### config.mk
export PLATFORM = sky130hd
export DESIGN_NAME = lpaf_fifo
export DESIGN_NICKNAME = d
export VERILOG_FILES = /design/src/sv/lpaf_fifo.sv
export SDC_FILE = /design/constraint.sdc
export NUM_CORES = 1
export LEC_CHECK = 0
export BUFFER_PORTS_ARGS = -buffer_cell sky130_fd_sc_hd__clkbuf_2
export CAP_MARGIN = 40
export CORE_UTILIZATION = 44
export DETAILED_ROUTE_END_ITERATION = 8
export GPL_TIMING_DRIVEN = 0
export PLACE_DENSITY = 0.71
export SYNTH_ARGS = -nofsm -noshare
export SYNTH_HDL_FRONTEND = slang
export SYNTH_SLANG_ARGS = --single-unit
### constraint.sdc
create_clock -name i_clk -period 1.6 [get_ports i_clk]
set_input_delay 0.16 -clock i_clk [delete_from_list [all_inputs] [get_ports i_clk]]
set_output_delay 0.16 -clock i_clk [all_outputs]
set_load 0.05 [all_outputs]
### src/sv/lpaf_fifo.sv
`timescale 1ns / 1ps
// Small register queue with push/full and pop/empty sides.
// No dependencies; used for the work queue and for the result queue.
module lpaf_fifo #(
    parameter int WIDTH = 8,
    parameter int DEPTH = 2
) (
    input  logic             i_clk,
    input  logic             i_rst_n,
    input  logic             i_push,
    input  logic [WIDTH-1:0] i_data,
    output logic             o_full,
    input  logic             i_pop,
    output logic [WIDTH-1:0] o_data,
    output logic             o_empty
);

    localparam int PW = $clog2(DEPTH);
    localparam int CW = $clog2(DEPTH + 1);

    logic [WIDTH-1:0] r_data [DEPTH];
    logic [PW-1:0]    r_wr_ptr;
    logic [PW-1:0]    r_rd_ptr;
    logic [CW-1:0]    r_count;
    logic             do_push;
    logic             do_pop;

    assign o_full  = (r_count == CW'(DEPTH));
    assign o_empty = (r_count == '0);
    assign do_push = i_push && !o_full;
    assign do_pop  = i_pop && !o_empty;
    assign o_data  = r_data[r_rd_ptr];

    // Pointers and fill count.
    always_ff @(posedge i_clk) begin
        if (!i_rst_n) begin
            r_wr_ptr <= '0;
            r_rd_ptr <= '0;
            r_count  <= '0;
        end else begin
            if (do_push) begin
                r_wr_ptr <= (r_wr_ptr == PW'(DEPTH - 1)) ? '0 : r_wr_ptr + PW'(1);
            end
            if (do_pop) begin
                r_rd_ptr <= (r_rd_ptr == PW'(DEPTH - 1)) ? '0 : r_rd_ptr + PW'(1);
            end
            if (do_push && !do_pop) begin
                r_count <= r_count + CW'(1);
            end else if (do_pop && !do_push) begin
                r_count <= r_count - CW'(1);
            end
        end
    end

    // Storage words need no reset.
    always_ff @(posedge i_clk) begin
        if (do_push) begin
            r_data[r_wr_ptr] <= i_data;
        end
    end

endmodule

==> results of run 1 <==
## synth_stat cells
| cell type | instances | area, um2 |
|---|---|---|
| nor2_1 | 2 | 7.510 |
| xor2_1 | 1 | 8.760 |
| mux2_2 | 8 | 90.09 |
| edfxtp_1 | 16 | 480.5 |
| inv_1 | 1 | 3.750 |
| nand2b_1 | 1 | 6.260 |
| o21ai_1 | 1 | 5.000 |
| xnor2_1 | 2 | 17.52 |
| or3_1 | 1 | 6.260 |
| nor3_2 | 1 | 10.01 |
| dfxtp_1 | 5 | 100.1 |
| ha_1 | 1 | 12.51 |
| a21boi_0 | 1 | 7.510 |
| o21ai_0 | 1 | 5.000 |
| inv_2 | 1 | 3.750 |
| and2_1 | 3 | 18.77 |
| buf_2 | 1 | 5.000 |
| a21boi_1 | 1 | 7.510 |
| and3_1 | 1 | 6.260 |
| o21a_1 | 1 | 7.510 |
## cell usage in the layout (no fill, tap or decap), drive strengths merged
cell	synthesis	final
a21boi	2	2
and2	3	3
and3	1	1
buf	1	8
clkbuf	0	18
dfxtp	5	5
edfxtp	16	16
ha	1	1
inv	2	2
mux2	8	8
nand2b	1	1
nor2	2	2
nor3	1	1
o21a	1	1
o21ai	2	2
or3	1	1
xnor2	2	2
xor2	1	1
## state kept, by name (all words and copies together) (netlist names), named ones only
register	cells
r_rd_ptr	1
r_count	2
r_data	16
r_wr_ptr	1
## power breakdown
group	switching (W)	internal [W]
clock network	0.000141	0.0000970
logic	0.000528	0.000261
registers	0.0000555	0.000702
## through the flow
step	worst slack [ns]	setup TNS, ns
floorplan	0.02207	0
global placement	0.03920	0
detailed placement	-0.02788	-0.06948
CTS	0.009927	0
global route	-0.02066	-0.02066
finish	0.07475	0
## layout make-up
cell class | instances | area [um2] | share of cell area
repair buffers | 21 | 105.1 | 0.1063
flip-flops and latches | 21 | 584.3 | 0.5911
plain buffers | 1 | 7.507 | 0.007595
clock buffers | 4 | 26.28 | 0.02658
well taps | 25 | 31.28 | 0.03165
multi-input cells | 26 | 224.0 | 0.2266
inverters | 2 | 10.01 | 0.01013
## critical path, delay by kind of cell (launching register included)
kind / cells / cell delay [ns]
simple gates: 3 / 0.48
flops: 1 / 0.44
fa+ha+maj: 1 / 0.30
compound gates: 1 / 0.16
buf+inv: 1 / 0.06
## cells by family after synthesis
kind of cell             share of synthesized area
flip-flops                                  0.7172
AND/OR/NAND/NOR                            0.06803
multiplexers                                0.1113
AO/OA/AOI/OAI                              0.04018
XOR/XNOR                                   0.03246
buffers and inverters                      0.01544
adder cells (fa/ha/maj)                    0.01545
## how the worst max path moves through the flow
| stage | start | endpoint | slack, ns |
|---|---|---|---|
| detailed placement | r_count[0] | r_count[1] | -0.03 |
| CTS | r_count[0] | r_count[1] | 0.01 |
| floorplan | r_count[0] | r_count[1] | 0.02 |
| global route | r_count[1] | r_count[1] | -0.02 |
| global placement | r_count[0] | r_data[0][5] | 0.04 |
| finish | r_count[1] | r_count[1] | 0.07 |
## routing by layer
layer,track usage,up-vias,wire length [um]
met5,0,-,0
met4,0.1091,0,15
met3,0.06000,2,83
met2,0.2382,15,624
met1,0.1266,217,481
li1,-,231,-
## repair_timing
action	in CTS	in global routing
setup endpoints to repair	9	17
gates resized for setup	1	11
buffers inserted	0	0
gates cloned	0	0
==> run metrics, run 1 <==
clk_skew=0.0006568 ns; Area Overhead vs Synth=22.10%; vias after detailed routing=between 400 and 500; DP Area=between 900 and 1000 um2; FF-to-FF setup slack=0.07 ns; CP arrival=around 1.8 ns; Syn. warnings=0; fin util=0.5725; Hold Path End=r_data[0][3]; Slew @ Worst Pin=between 0.6 and 0.7 ns; Worst path max stage delay=0.44 ns; H-tree depth=1; WL per Instance=12.05 um; CP max FO=5; total gr overflow=0; floorplan core area=1727 um2; Tot GR Track Use=0.1386; vias in the first global route=between 400 and 500; status=finished clean; distinct cell type count after synthesis=20; R2R Path End=r_count[1]; Num CTS Buffers=3; CP max stage cell=dfxtp_1; clock sinks=21; CP Capture Type=flop; RR Startpoint=r_count[1]; Die ar.=2016 um2; # setup viols final=0; drt initial violations=4; Syn Inst Count=50; LEAKAGE=0.3895 nW; Crit Path Category=reg2reg; Hold Path Stages=1; Routed Antenna Nets=0; First-pass DRT Iterations=3; synthesized cell area=809.5 um2; f_max=about 0.66 GHz; Ports=22; power after layout=0.001784 W; port bufs=21; relative slew slack=0.5370; Worst VDD drop=1.059 mV; post-DP HPWL=889.4 um; via density per instance=4.650; FILL cells=around 160; first-pass GRT wire length=1.794 mm; Hold Violations, Final=0; Hold Buf Count CTS=0; MaxCap Viol Count=0; nets@finish=89; WL final=1.205 mm; initial antenna violation count=0; share of layout cells above drive strength 1=0.4933; Die Wd=44.90 um; starting density of the core=0.4688; diode count=0; Die Y=44.90 um; CP startpoint kind=flop; power per cell area=1805 nW/um2; fin crit period=around 1.5 ns; period utilization=0.9533; GP Congestion=about 0.62; syn avg cell area=16.19 um2; worst hold path startpoint=i_data[3]; Worst-Skew Late Latency=0.29 ns; Design Area, Final=988.4 um2; Root Buffer Master=clkbuf_4; HP Class=in2reg; Min Hold Slack=0.05108 ns; Max clock buf depth=2; largest net degree at the start of global routing=12; FF+latch count, synth=21; Worst R2R Path Depth=6; Clock transition at path regs=0.10 ns; CTS tree=yes; DRC errors left=0; fin. max-slew vios=0; final instance count without filler cells=100; net count after synthesis=63; Worst EP required=1.82 ns; register area share after synthesis=0.7172; CP cell instances=nand2b_4 > inv_4 > nor2_1 > ha_1 > or3_1 > a21boi_1; row count=15; dpl cells=96
No activity file was read; power rests on OpenSTA's default activity.
==> run 2: changes to the inputs <==
CORE_UTILIZATION = 49   (was 44)
PLACE_DENSITY = 0.75   (was 0.71)
clock period = 1.7 ns   (was 1.6 ns; I/O delays follow)
==> run 2 against run 1 <==
Sequential power down 7.8%; critical path depth fell by 3; count of clock-buffer cells in the layout did not move; critical path type is now reg2out.
==> run metrics, run 2 (synthesized netlist as in run 1, its figures left out) <==
share of layout cells above drive strength 1=0.4667 (-0.02667); most frequent cells in the layout=21 x clkbuf_2, 16 x edfxtp_1, 8 x mux2_2, 5 x dfxtp_1; GP Congestion=0.6419 (+3.7%); dpl ws=0.1390 ns (+0.1669 ns); final instance count without filler cells=91 (-9.0%); Die Y=42.65 um (-5.0%); H-tree depth=1 (unchanged); initial antenna violation count=0 (unchanged); drt initial violations=1 (-3); vias in the first global route=444 (-1.6%); CP arrival=1.40 ns (-0.35 ns); Worst VDD drop=0.9420 mV (-11%); first-pass GRT wire length=1.738 mm (-3.1%); power per cell area=1705 nW/um2 (-5.6%); diode count=0 (unchanged); fin. max-slew vios=0 (unchanged); clock sinks=21 (unchanged); floorplan core area=1524 um2 (-12%); status=finished clean; Clock transition at path regs=0.11 ns (about the same); largest register by flop count=r_data; Num CTS Buffers=3 (unchanged); nets@finish=89 (unchanged); CTS tree=yes; CP max FO=8 (+3); Storage cell area=580.6 um2 (-0.64%); DRC errors left=0 (unchanged); RSZ-0062 raised after global routing=false; period utilization=0.9218; LEAKAGE=0.3882 nW (-0.35%); setup_tns=0 ns (unchanged); Max clock buf depth=2 (unchanged); Ports=22 (unchanged); Crit Path Category=reg2out; Routed Antenna Nets=0 (unchanged); most common cell after layout, fill and taps aside=clkbuf_2; Hold Violations, Final=0 (unchanged); final setup margin=0.1330 ns (+0.05826 ns); starting density of the core=0.5312 (+0.06236); via density per instance=5.143 (+11%); total gr overflow=0 (unchanged); Worst EP required=1.53 ns (-0.29 ns); Die Wd=42.65 um (-5.0%); worst hold path startpoint=i_data[4]; Top Registers=r_data: 16 flops, r_count: 2 flops; footprint of the multi-input gates=216.5 um2 (-3.4%); Worst-Skew Late Latency=0.29 ns (about the same); largest net degree at the start of global routing=12 (unchanged); WL per Instance=11.68 um (-3.1%); f_max=0.6382 GHz; Hold Path Stages=1 (unchanged); fin crit period=1.567 ns; Hold Buf Count CTS=0 (unchanged); # setup viols final=0 (unchanged); dpl cells=87 (-9.4%); row count=14 (-1); CP startpoint kind=flop; max reg flops=16 (unchanged); Worst R2R Path Depth=6 (unchanged); WL final=1.063 mm (-12%); HP Class=in2reg; post-CTS setup buffer count=0 (unchanged); First-pass DRT Iterations=3 (unchanged); Slew @ Worst Pin=0.6869 ns (-0.003834 ns); Hold Path End=r_data[0][4]; Tot GR Track Use=0.1429 (+0.004277); vias after detailed routing=468 (+0.65%); FILL cells=133 (-15%); R2R Path End=r_count[1]; RR Startpoint=r_count[0]; Die ar.=1819 um2 (-9.8%); clk_skew=0.005619 ns (+0.004963 ns); post-DP HPWL=780.4 um (-12%); relative slew slack=0.5395 (+0.002569); Area Overhead vs Synth=18.70%; cts repair resizes=0 (-1); Root Buffer Master=clkbuf_4; CP Capture Type=output port; port bufs=21 (unchanged); FF-to-FF setup slack=0.16 ns (+0.09 ns); Min Hold Slack=0.05832 ns (+0.007237 ns); MaxCap Viol Count=0 (unchanged)
run 2: critical path, cell delays in order, from the launching register on:
cell and delay, ns:
dfxtp_1 0.32, buf_2 0.20, mux2_2 0.36, clkbuf_2 0.23
run 2: metrics by stage:
step                total power [W]  utilization  instance area, um2
floorplan                  0.001294            -               809.5
global placement           0.001419       0.6133               934.6
detailed placement         0.001433       0.6133               934.6
CTS                        0.001666       0.6305               960.9
global route               0.001734       0.6305               960.9
finish                     0.001638       0.6305               960.9
run 2: metal layers:
metal	up-vias	GRT usage	wire length (um)
met1	216	0.1470	461
met2	11	0.2303	546
met4	0	0.09375	9
met3	2	0.06466	45
met5	-	0	0
li1	239	-	-
run 2: final cells by class:
type	instances	share of cell area
Timing Repair Buffer	21	0.1094
Multi-Input combinational cell	26	0.2253
Buffer	1	0.005208
Inverter	2	0.007812
Sequential cell	21	0.6042
Clock buffer	4	0.02734
Tap cell	16	0.02083
run 2: worst max-delay path by stage:
stage | from | end | slack (ns) | depth (start not counted)
2_1_floorplan | r_count[0] | r_count[1] | 0.07 | 6
3_3_place_gp | r_count[0] | r_data[0][1] | 0.15 | 3
3_5_place_dp | r_count[0] | r_data[0][1] | 0.14 | 3
4_1_cts | flop | o_data[0] | 0.09 | 3
5_1_grt | r_count[0] | r_count[1] | 0.03 | 6
6_report | flop | o_data[0] | 0.13 | 3
run 2: power by group:
part | internal [W] | switching, W | total, W
Combinational | 0.000226 | 0.000486 | 0.000712
Sequential | 0.000655 | 0.0000434 | 0.000698
Clock | 0.0000913 | 0.000136 | 0.000227
Total | 0.000972 | 0.000666 | 0.00164
