`src/sv/lpaf_pkg.sv`:
```
`timescale 1ns / 1ps
// Package for the layer plane average fold block: register map, fixed field widths and types.
// No dependencies; the front end, back end and top level refer to it by scoped names.
package lpaf_pkg;

    // Configuration port shape.
    localparam int CFG_IDX_BITS  = 4;
    localparam int CFG_DATA_BITS = 11;

    // Fixed widths of the configuration registers and of the layer number output.
    localparam int CELL_REG_BITS = 11;
    localparam int SEG_REG_BITS  = 7;
    localparam int SEG_REGS      = 4;
    localparam int IDX_OUT_BITS  = 6;

    // Register indexes.
    localparam logic [CFG_IDX_BITS-1:0] CFG_CELLS_X     = 4'd0;
    localparam logic [CFG_IDX_BITS-1:0] CFG_CELLS_Z     = 4'd1;
    localparam logic [CFG_IDX_BITS-1:0] CFG_LAYERS_SEG0 = 4'd2;
    localparam logic [CFG_IDX_BITS-1:0] CFG_LAYERS_SEG1 = 4'd3;
    localparam logic [CFG_IDX_BITS-1:0] CFG_LAYERS_SEG2 = 4'd4;
    localparam logic [CFG_IDX_BITS-1:0] CFG_LAYERS_SEG3 = 4'd5;
    localparam logic [CFG_IDX_BITS-1:0] CFG_FOLD_ENABLE = 4'd6;
    localparam logic [CFG_IDX_BITS-1:0] CFG_ANTISYM     = 4'd7;

    // Fold controls handed to the back end.
    typedef struct packed {
        logic fold_enable;
        logic antisymmetric;
    } t_fold_ctl;

    typedef logic [SEG_REGS-1:0][SEG_REG_BITS-1:0] t_seg_layers;

endpackage

```
`src/sv/lpaf_front.sv`:
```
`timescale 1ns / 1ps
// Front end: plans the layer layout of the segments and walks the x, layer and z counters.
// Depends on lpaf_pkg; tags every accepted cell with its layer and the end of the pass.
module lpaf_front #(
    parameter int MAX_LAYERS  = 64,
    parameter int MAX_CELLS_X = 1024,
    parameter int MAX_CELLS_Z = 1024,
    parameter int SEGMENTS    = 4
) (
    input  logic                             i_clk,
    input  logic                             i_rst_n,
    input  logic                             i_clear,
    input  lpaf_pkg::t_seg_layers            i_seg_layers,
    input  logic [$clog2(MAX_CELLS_X+1)-1:0] i_nx,
    input  logic [$clog2(MAX_CELLS_Z+1)-1:0] i_nz,
    input  logic                             i_step,
    output logic [$clog2(MAX_LAYERS)-1:0]    o_idx,
    output logic                             o_last,
    output logic [$clog2(MAX_LAYERS+1)-1:0]  o_total
);

    localparam int LW  = $clog2(MAX_LAYERS + 1);
    localparam int IW  = $clog2(MAX_LAYERS);
    localparam int XW  = $clog2(MAX_CELLS_X + 1);
    localparam int ZW  = $clog2(MAX_CELLS_Z + 1);
    localparam int SGW = (SEGMENTS > 1) ? $clog2(SEGMENTS) : 1;
    localparam int CW  = (LW > lpaf_pkg::SEG_REG_BITS) ? LW : lpaf_pkg::SEG_REG_BITS;

    logic [SEGMENTS-1:0][LW-1:0] eff;
    logic [LW-1:0]  total;
    logic [CW-1:0]  remain;
    logic [CW-1:0]  take;
    logic [CW-1:0]  tot_w;
    logic [SGW-1:0] cur;
    logic           found;
    logic           more;
    logic [LW-1:0]  eff_cur;
    logic [LW-1:0]  idx_full;
    logic           x_last;
    logic           loc_last;
    logic           z_last;
    logic           pass_end;

    logic [XW-1:0]  r_x;
    logic [LW-1:0]  r_loc;
    logic [ZW-1:0]  r_z;
    logic [SGW-1:0] r_seg;
    logic [LW-1:0]  r_base;

    // Layers per segment, cut so that the total stays within the layer store.
    always_comb begin
        remain = CW'(MAX_LAYERS);
        tot_w  = '0;
        eff    = '0;
        for (int s = 0; s < SEGMENTS; s++) begin
            take = '0;
            if (s < lpaf_pkg::SEG_REGS) begin
                take = CW'(i_seg_layers[s % lpaf_pkg::SEG_REGS]);
            end
            if (take > remain) begin
                take = remain;
            end
            eff[s] = LW'(take);
            remain = remain - take;
            tot_w  = tot_w + take;
        end
        if (tot_w == '0) begin
            eff[0] = LW'(1);
            tot_w  = CW'(1);
        end
        total = LW'(tot_w);
    end

    // Current segment is the first non-empty one at or after the segment pointer.
    always_comb begin
        cur   = '0;
        found = 1'b0;
        more  = 1'b0;
        for (int s = 0; s < SEGMENTS; s++) begin
            if (!found && (s >= int'(r_seg)) && (eff[s] != '0)) begin
                cur   = SGW'(s);
                found = 1'b1;
            end
        end
        for (int s = 0; s < SEGMENTS; s++) begin
            if ((s > int'(cur)) && (eff[s] != '0)) begin
                more = 1'b1;
            end
        end
        eff_cur = eff[cur];
    end

    assign x_last   = (r_x + XW'(1)) == i_nx;
    assign loc_last = (r_loc + LW'(1)) == eff_cur;
    assign z_last   = (r_z + ZW'(1)) == i_nz;
    assign pass_end = x_last && loc_last && z_last && !more;
    assign idx_full = r_base + r_loc;

    assign o_idx   = idx_full[IW-1:0];
    assign o_last  = pass_end;
    assign o_total = total;

    // Position counters: x fastest, then the local layer, then z, then the segment.
    always_ff @(posedge i_clk) begin
        if (!i_rst_n || i_clear || (i_step && pass_end)) begin
            r_x    <= '0;
            r_loc  <= '0;
            r_z    <= '0;
            r_seg  <= '0;
            r_base <= '0;
        end else if (i_step) begin
            if (x_last && loc_last && z_last) begin
                r_seg <= cur + SGW'(1);
            end else begin
                r_seg <= cur;
            end
            if (!x_last) begin
                r_x <= r_x + XW'(1);
            end else begin
                r_x <= '0;
                if (!loc_last) begin
                    r_loc <= r_loc + LW'(1);
                end else begin
                    r_loc <= '0;
                    if (!z_last) begin
                        r_z <= r_z + ZW'(1);
                    end else begin
                        r_z    <= '0;
                        r_base <= r_base + eff_cur;
                    end
                end
            end
        end
    end

endmodule

```
`config.mk`:
```
export PLATFORM = sky130hd
export DESIGN_NAME = lpaf_front
export DESIGN_NICKNAME = d
export VERILOG_FILES = /design/src/sv/lpaf_pkg.sv /design/src/sv/lpaf_front.sv
export SDC_FILE = /design/constraint.sdc
export NUM_CORES = 1
export LEC_CHECK = 0
export ABC_AREA = 1
export BUFFER_PORTS_ARGS = -buffer_cell sky130_fd_sc_hd__buf_2
export CORE_AREA = 2 2 101 152
export DETAILED_ROUTE_END_ITERATION = 10
export DIE_AREA = 0 0 103 154
export HOLD_SLACK_MARGIN = 0.15
export PLACE_DENSITY = 0.68
export SYNTH_ARGS = -nofsm -noshare
export SYNTH_HDL_FRONTEND = slang
export SYNTH_SLANG_ARGS = --single-unit
```
`constraint.sdc`:
```
create_clock -name i_clk -period 17.67 [get_ports i_clk]
set_clock_uncertainty 0.1 [all_clocks]
set_input_delay 3.534 -clock i_clk [delete_from_list [all_inputs] [get_ports i_clk]]
set_output_delay 3.534 -clock i_clk [all_outputs]
set_load 0.02 [all_outputs]
```
==> results of run 1 <==
==> metrics by stage <==
stage          hold slack, ps  setup WS, ps  cell area (µm²)
6_report                379.2        -186.5             7818
5_1_grt                 402.0         -1028             7818
4_1_cts                 380.6        -196.4             7622
3_5_place_dp            372.9        -898.0             7211
3_3_place_gp            362.9        -585.9             7211
2_1_floorplan           350.1        0.9166             5751
==> worst max-delay path: cells and delay by family <==
family | cells | cell delay [ps]
buffers and inverters | 20 | 1810
AOI/OAI and AO/OA | 4 | 450
and+or+nand+nor | 46 | 4770
adders and majority gates | 11 | 3460
xor gates and xnor gates | 1 | 160
==> cells in the mapped netlist (all sizes together), types with 2 or more instances <==
library cell  instances
a211oi                2
nor3b                 2
a31oi                 3
a21oi                33
nor2                108
and2                  3
inv                 152
a22oi                 6
and3                  2
xnor2                16
clkbuf                6
nand4                26
o21ai                41
nand3b                6
nor4                  9
o21bai                4
nand2               217
ha                   54
a2bb2oi               6
dfxtp                37
nor3                  9
a21o                  3
buf                  14
or2                   8
xor2                 37
fa                   16
nand3               101
==> final cells by class <==
| class | count | area [µm²] | area share, % |
|---|---|---|---|
| Clock buffer | 7 | 142.6 | 1.825 |
| Inverter | 152 | 570.5 | 7.298 |
| Multi-Input combinational cell | 715 | 4677 | 59.83 |
| Sequential cell | 37 | 740.7 | 9.475 |
| Tap cell | 196 | 245.2 | 3.137 |
| Timing Repair Buffer | 209 | 1441 | 18.44 |
==> cell usage in the layout (no fill, tap or decap), drive strengths merged <==
master and n:
inv 152, ha 54, clkbuf 7, xnor2 16, or2 8, o21bai 4, nor2 108, a31o 1
a21oi 33, a22oi 6, a31oi 3, xor2 37, nor3 9, buf 209, nand3b 6, nor4 9
o21ai 41, nand4 26, fa 16, dfxtp 37, a2bb2oi 6, a21o 3, nand3 101, nor3b 2
a211oi 2, and3 2, and2 3, nand2 218, o21a 1
==> registers in the layout, summed over array words and instances (netlist names) <==
signal and count:
r_z 11, r_base 6, r_x 11, r_loc 7
r_seg 2
==> per-layer routing <==
layer	wire length (µm)	vias up	part of all wire (%)
met3	462	60	2.8
met4	993	0	5.9
met1	6108	2901	37
met5	0	-	0
li1	-	3372	-
met2	9134	159	55
==> worst max path at each step <==
stage                          from      to  cells past startpoint  slack, ps
floorplan           i_seg_layers[0]  o_last                     88        0.9
detailed placement  i_seg_layers[0]  o_last                     87       -900
finish              i_seg_layers[0]  o_last                     82       -190
global placement    i_seg_layers[0]  o_last                     87       -590
global route        i_seg_layers[5]  o_last                     89      -1030
CTS                 i_seg_layers[0]  o_last                     88       -200
==> repair_timing <==
action | CTS | global route
gates cloned | 1 | 0
setup endpoints to repair | 1 | 3
pin swaps | 19 | 15
gates resized for setup | 46 | 40
buffers inserted | 10 | 1
==> kinds of logic after synthesis <==
family	after synthesis
flip-flops	37
AND/OR/NAND/NOR	491
AO/OA/AOI/OAI	100
adder cells (fa/ha/maj)	70
buffers and inverters	172
XOR/XNOR	53
==> results by group, run 1 <==
Clock tree
  • Clock Pin Slew Worst Setup and Hold Paths: 60 ps
  • Hold buffers post-CTS: 0
  • Root buf cell: clkbuf_16
  • CTS sink count: 37
  • Clock Latency Late Sink: 290 ps
  • Max Root-Sink Buffers: 2
  • CTS tree: done
  • CTS Buf Count: 5
  • H-tree depth: 2

Yosys
  • Main combinational cell family by area after synthesis: simple AND/OR/NAND/NOR gates
  • Post-synth cell types: 44
  • Adder-Cell Fraction of Synth Area: 17.38%
  • Synth Instances: 923
  • FF+latch count, synth: 37
  • Area leader, netlist: nand2_1
  • EDFF count, synth: 0
  • Compound-Gate Fraction of Synth Area: 10.28%
  • Syn Area/Cell: 6.209 µm²
  • Mapped cell area: 5730 µm²
  • Mux cell area share after synthesis: 0%
  • Post-synthesis sequential area ratio: 12.93%
  • Warnings from Yosys: 0
  • Main flop type after synthesis: dfxtp_1
  • Post-synth net total: 1047
  • Synth async-reset ratio: 0%
  • Simple-gate portion of the synthesized area: 39.15%
  • Area share of the leading cell type in the synthesized netlist: 13.49%
  • Xor-xnor portion of the synthesized cell area: 8.100%
  • Top cells by area, synth: nand2_1 (13%), dfxtp_1 (13%), ha_1 (12%)

Worst setup path
  • CP Max Fanout: 20
  • Crit path capture type: output port
  • Worst endpoint data arrival time: 14220 ps
  • CP Class: input port to output port
  • CP Launch Type: input port
  • RR Endpoint: r_loc[0]
  • Reg2reg start: r_x[0]
  • Most frequent CP cell: inv_1
  • Worst EP required: 14040 ps
  • R2R setup slack: 14210 ps
  • Worst reg2reg path depth: 13
  • CP peak stage delay: 530 ps
  • Worst path slowest cell: fa_1

Routing
  • DRC violations left: 0
  • Drt via density: 4.933
  • Initial DRC count: 178
  • Antenna viol nets, final: 0
  • Final wirelength: 16700 µm
  • Via count: 6492
  • Routed len/inst: 12.69 µm
  • Drt first pass iters: 4

Cells and area
  • Layout area overhead: 36.42%
  • Non-Filler Instances: 1316
  • Filler cells: 1457
  • Ratio of cells with drive above 1 in the final layout: 28.93%
  • Post-Route Utilization: 54.07%
  • NumNets Final: 1244
  • Ant. Diodes: 0

Hold path
  • Hold_sp: r_loc[6]
  • Min-Delay Path Depth: 2
  • Hold EP: r_loc[6]
  • HP Class: flip-flop to flip-flop

Floorplan
  • Die area: 15860 µm²
  • Core ar.: 14460 µm²
  • Die width: 103 µm
  • Boundary pin count: 68
  • Initial Util: 39.63%
  • Die height: 154 µm
  • Rows: 54

STA
  • Final worst setup slack: -186.5 ps
  • RSZ-0062 raised after global routing: yes
  • Post-route minimum period: 17860 ps
  • Fmax: 0.05600 GHz
  • Fin. Hold Viols: 0
  • Final Max Slew Viols: 0
  • Tightest Pin Transition: 486.3 ps
  • Setup tns final: -186.5 ps
  • Period utilisation layout: 101.1%
  • # setup viols final: 1
  • Slew margin rel.: 67.28%

Status
  • Failing checks: setup timing
  • Status: finished with violations

Global route
  • Met3 usage: 1.682%
  • Largest net degree at the start of global routing: 37
  • Grt peak-use layer: met2
  • GR Overflow Total: 0
  • Vias in the first global route: 6338
  • Global Route met2 Usage: 40.88%
  • GRT Total Usage: 21.18%
  • Antenna violations before repair: 0
  • Met1 Usage GRT: 20.94%
  • First-pass GRT wire length: 27220 µm

Place
  • Inst Count DP: 1297
  • Final RePlAce weighted congestion: 0.9655
  • DP HPWL: 13870 µm
  • # port buffers: 67

Flow run
  • Maxcap violations: 0
Power of run 1 is left out: the tool's default activity adds up to more than one toggle a clock period on the data nets, which glitch-free logic cannot reach.
==> run 2: changes to the inputs <==
--- a/config.mk
+++ b/config.mk
@@ -11,7 +11,8 @@
 export DETAILED_ROUTE_END_ITERATION = 10
 export DIE_AREA = 0 0 103 154
 export HOLD_SLACK_MARGIN = 0.15
-export PLACE_DENSITY = 0.68
+export PLACE_DENSITY_LB_ADDON = 0.25
+export SLEW_MARGIN = 20
 export SYNTH_ARGS = -nofsm -noshare
 export SYNTH_HDL_FRONTEND = slang
 export SYNTH_SLANG_ARGS = --single-unit
==> constraint.sdc (replaced) <==
create_clock -name i_clk -period 17.67 [get_ports i_clk]
set_clock_uncertainty 0.1 [all_clocks]
set_input_delay 0.8835 -clock i_clk [delete_from_list [all_inputs] [get_ports i_clk]]
set_output_delay 0.8835 -clock i_clk [all_outputs]
set_load 0.02 [all_outputs]
==> results by group, run 2 (synthesis gave the netlist of run 1 again) <==
Place
  • Final RePlAce weighted congestion: 0.9480
  • DP HPWL: 13360 µm
  • # port buffers: 67

Global route
  • GRT Total Usage: 19.90%
  • Vias in the first global route: 5490
  • Antenna violations before repair: 0
  • First-pass GRT wire length: 25160 µm
  • GR Overflow Total: 0
  • Largest net degree at the start of global routing: 37

STA
  • # setup viols final: 0
  • Post-route minimum period: 14890 ps
  • Setup tns final: 0 ps
  • Fin. Hold Viols: 0
  • RSZ-0062 raised after global routing: no
  • Fmax: 0.06718 GHz
  • Slew margin rel.: 56.73%
  • Tightest Pin Transition: 642.2 ps
  • Period utilisation layout: 84.24%
  • Final Max Slew Viols: 0

Clock tree
  • CTS sink count: 37
  • Max Root-Sink Buffers: 2
  • CTS Buf Count: 5
  • Hold buffers post-CTS: 0
  • Clock Latency Late Sink: 280 ps
  • Root buf cell: clkbuf_16
  • Clock Pin Slew Worst Setup and Hold Paths: 50 ps
  • CTS tree: done
  • H-tree depth: 2
  • Postcts setup bufs: 0
  • CTS resizes: 0

Worst setup path
  • CP Launch Type: input port
  • Most frequent CP cell: nand2_1
  • Reg2reg start: r_x[0]
  • CP Class: input port to output port
  • CP peak stage delay: 570 ps
  • Crit path launch: i_seg_layers[0]
  • Buffer and inverter count on the worst path: 16
  • Cell class contributing the biggest share of worst-path delay: simple AND/OR/NAND/NOR gates
  • Worst path slowest cell: fa_1
  • Worst EP required: 16690 ps
  • CP Max Fanout: 22
  • Worst endpoint data arrival time: 13900 ps
  • R2R setup slack: 14170 ps
  • Crit path capture type: output port

Floorplan
  • Die width: 103 µm
  • Rows: 54
  • Boundary pin count: 68
  • Die area: 15860 µm²
  • Initial Util: 39.63%
  • Core ar.: 14460 µm²
  • Die height: 154 µm

Routing
  • DRC violations left: 0
  • Initial DRC count: 204
  • Via count: 5876
  • Drt first pass iters: 5
  • Final wirelength: 15600 µm
  • Routed len/inst: 13.27 µm
  • Antenna viol nets, final: 0
  • Drt via density: 5.001

Cells and area
  • NumNets Final: 1102
  • Ratio of cells with drive above 1 in the final layout: 12.16%
  • Commonest non-fill, non-tap cell in the layout: nand2_1
  • Registers with the most flip-flops: r_x: 11 flops, r_z: 11 flops, r_loc: 7 flops
  • Most frequent cells in the layout: nand2_1 (206), inv_1 (146), nor2_1 (104)
  • Ant. Diodes: 0
  • Layout area overhead: 11.14%

Flow run
  • Maxcap violations: 0

Hold path
  • Hold_sp: r_loc[6]
  • HP Class: flip-flop to flip-flop

Status
  • Status: completed
## run 2: final timing paths
path,endpoint,cells past startpoint
setup reg to reg,r_loc[0],13
setup / recovery,o_last,85
hold / removal,r_loc[6],2
hold reg to reg,r_loc[6],2
## run 2: layout make-up
class | instances | area (µm²)
fill | 1585 | 8090
multi-input combinational | 714 | 4293
sequential | 37 | 740.7
inverter | 152 | 570.5
timing repair buffer | 68 | 342.8
tap | 196 | 245.2
clock buffer | 6 | 138.9
clock inverter | 2 | 37.54
## run 2: worst register-to-register path: stages (launching register included)
cell and delay [ps]:
dfxtp_1 410, ha_1 240, nand4_1 140, nor2_1 280
nand3_1 140, xor2_1 220, xnor2_1 130, nor3_1 220
nand4_1 190, nor2_1 400, inv_1 220, nor2_1 460
nand2_1 110, a21oi_1 170
## run 2: routing by layer
layer,GRT usage [%],part of all wire [%],vias to the layer above
met3,1.227,2.2,35
met5,0,0,-
met4,10.78,5.0,0
met2,37.41,54,124
li1,-,-,3090
met1,21.28,39,2627
## run 2: metrics by stage
step | instances | hold WS, ps | utilization, % | instance area [µm²] | setup slack, ps
2_1_floorplan | 923 | 350.1 | - | 5731 | 5047
3_3_place_gp | 1167 | 365.4 | 42.83 | 6192 | 3073
3_5_place_dp | 1167 | 372.4 | 42.83 | 6192 | 2948
4_1_cts | 1175 | 379.7 | 44.05 | 6369 | 2913
5_1_grt | 1175 | 404.8 | 44.05 | 6369 | 1453
6_report | 1175 | 374.6 | 44.05 | 6369 | 2784
Power of run 2 is left out for the same reason.
==> run 3: changes to the inputs <==
==> constraint.sdc (replaced) <==
create_clock -name i_clk -period 14.05 [get_ports i_clk]
set_clock_uncertainty 0.1 [all_clocks]
set_input_delay 0.7025 -clock i_clk [delete_from_list [all_inputs] [get_ports i_clk]]
set_output_delay 0.7025 -clock i_clk [all_outputs]
set_load 0.02 [all_outputs]
==> results by group, run 3 (synthesis gave the netlist of run 1 again) <==
Flow run
  • Maxcap violations: 0

STA
  • Slew margin rel.: 55.47%
  • Final Max Slew Viols: 0
  • Tightest Pin Transition: 661.0 ps
  • # setup viols final: 0
  • Period utilisation layout: 92.27%
  • Post-route minimum period: 12960 ps
  • Setup tns final: 0 ps
  • Fmax: 0.07714 GHz
  • Fin. Hold Viols: 0

Worst setup path
  • Worst setup endpoint: o_last
  • R2R setup slack: 10590 ps
  • Worst reg2reg path depth: 14
  • RR Endpoint: r_loc[4]
  • Cell class contributing the biggest share of worst-path delay: simple AND/OR/NAND/NOR gates
  • Buffer and inverter count on the worst path: 16
  • Worst path slowest cell: fa_1
  • Worst EP required: 13250 ps
  • CP Launch Type: input port
  • Most frequent CP cell: nand2_1
  • Worst endpoint data arrival time: 12160 ps
  • Reg2reg start: r_x[0]
  • CP peak stage delay: 510 ps
  • Crit path capture type: output port
  • Crit path launch: i_seg_layers[0]
  • CP Max Fanout: 20
  • Crit path depth: 79
  • CP Class: input port to output port

Cells and area
  • Ant. Diodes: 0
  • Non-Filler Instances: 1200
  • Commonest non-fill, non-tap cell in the layout: nand2_1
  • NumNets Final: 1127
  • Registers with the most flip-flops: r_x: 11 flops, r_z: 11 flops, r_loc: 7 flops
  • FF+latch area: 740.7 µm²
  • Area of the multi-input gates: 4400 µm²
  • Most frequent cells in the layout: nand2_1 (203), inv_1 (146), nor2_1 (102)
  • Ratio of cells with drive above 1 in the final layout: 15.84%
  • Layout area overhead: 16.29%
  • Finished layout cell area: 6664 µm²
  • Filler cells: 1573

Global route
  • GR Overflow Total: 0
  • First-pass GRT wire length: 26070 µm
  • Antenna violations before repair: 0
  • Largest net degree at the start of global routing: 22
  • GRT Total Usage: 20.58%
  • Vias in the first global route: 5721

Place
  • DP HPWL: 13790 µm
  • Final RePlAce weighted congestion: 0.9453
  • DP Area: 6410 µm²
  • # port buffers: 67
  • Inst Count DP: 1191

Clock tree
  • CTS sink count: 37
  • H-tree depth: 2
  • Max Root-Sink Buffers: 2
  • CTS Buf Count: 5
  • CTS tree: done
  • Clock Pin Slew Worst Setup and Hold Paths: 60 ps
  • Clock Latency Late Sink: 290 ps
  • Root buf cell: clkbuf_16

Routing
  • Antenna viol nets, final: 0
  • Routed len/inst: 13.40 µm
  • Drt first pass iters: 5
  • Final wirelength: 16080 µm
  • Initial DRC count: 185
  • Via count: 5987
  • Drt via density: 4.989
  • DRC violations left: 0

Floorplan
  • Initial Util: 39.63%
  • Die width: 103 µm
  • Die height: 154 µm
  • Die area: 15860 µm²
  • Boundary pin count: 68
  • Rows: 54
  • Core ar.: 14460 µm²

Status
  • Status: completed

Hold path
  • HP Class: flip-flop to flip-flop
[run 3: cell count changes in the layout (fill, tap and decap cells not counted), moves of 3 or more]
cell and delta:
ha_4 +3, ha_1 -4, buf_4 +22, nand2_1 -3
o21ai_1 +3, buf_12 +3, o21ai_2 +3, o21ai_0 -6
[run 3: worst min-delay path by stage]
stage / slack, ps / to / startpoint / cells after the start
final: 380 / r_loc[6] / r_loc[6] / 2
after global routing: 420 / r_loc[6] / r_loc[6] / 2
after CTS: 380 / r_loc[6] / r_loc[6] / 2
after detailed placement: 380 / r_loc[6] / r_loc[6] / 2
after global placement: 370 / r_loc[6] / r_loc[6] / 2
after floorplan: 350 / r_loc[6] / r_loc[6] / 2
[run 3: cell type report]
class	instances	area share (%)
tap	196	3.680
inverter	152	8.562
clock inverter	2	0.1502
clock buffer	6	1.934
sequential	37	11.12
multi-input combinational	714	66.03
timing repair buffer	93	8.524
[run 3: worst register-to-register path, stage by stage, from the launching register on]
cell	delay (ps)
dfxtp_1	420
ha_1	250
nand4_1	140
nor2_1	260
nand3_1	140
xor2_1	220
xnor2_1	130
nor3_1	210
nand4_1	210
nor2_1	420
inv_1	250
nor2_1	270
buf_4	190
nand2_1	50
a21oi_1	130
[run 3: per-stage QoR]
step / setup slack, ps / util, % / hold WS [ps]
after detailed placement: 419.0 / 44.33 / 375.5
after global routing: -13.33 / 46.09 / 417.6
after CTS: 369.6 / 45.29 / 384.3
after floorplan: 1789 / - / 350.1
final: 1086 / 46.09 / 382.9
after global placement: 534.1 / 44.33 / 366.8
[run 3: timing repair]
action                     CTS  global route
setup buffers                0             1
hold buffers                 0             0
gates resized for setup      0            25
setup endpoints to repair    0            38
[run 3: layer usage]
metal,wire length [µm],track usage [%]
met3,426,1.909
met1,6140,21.22
met4,723,9.774
met5,0,0
met2,8791,39.80
Power of run 3 is left out for the same reason.
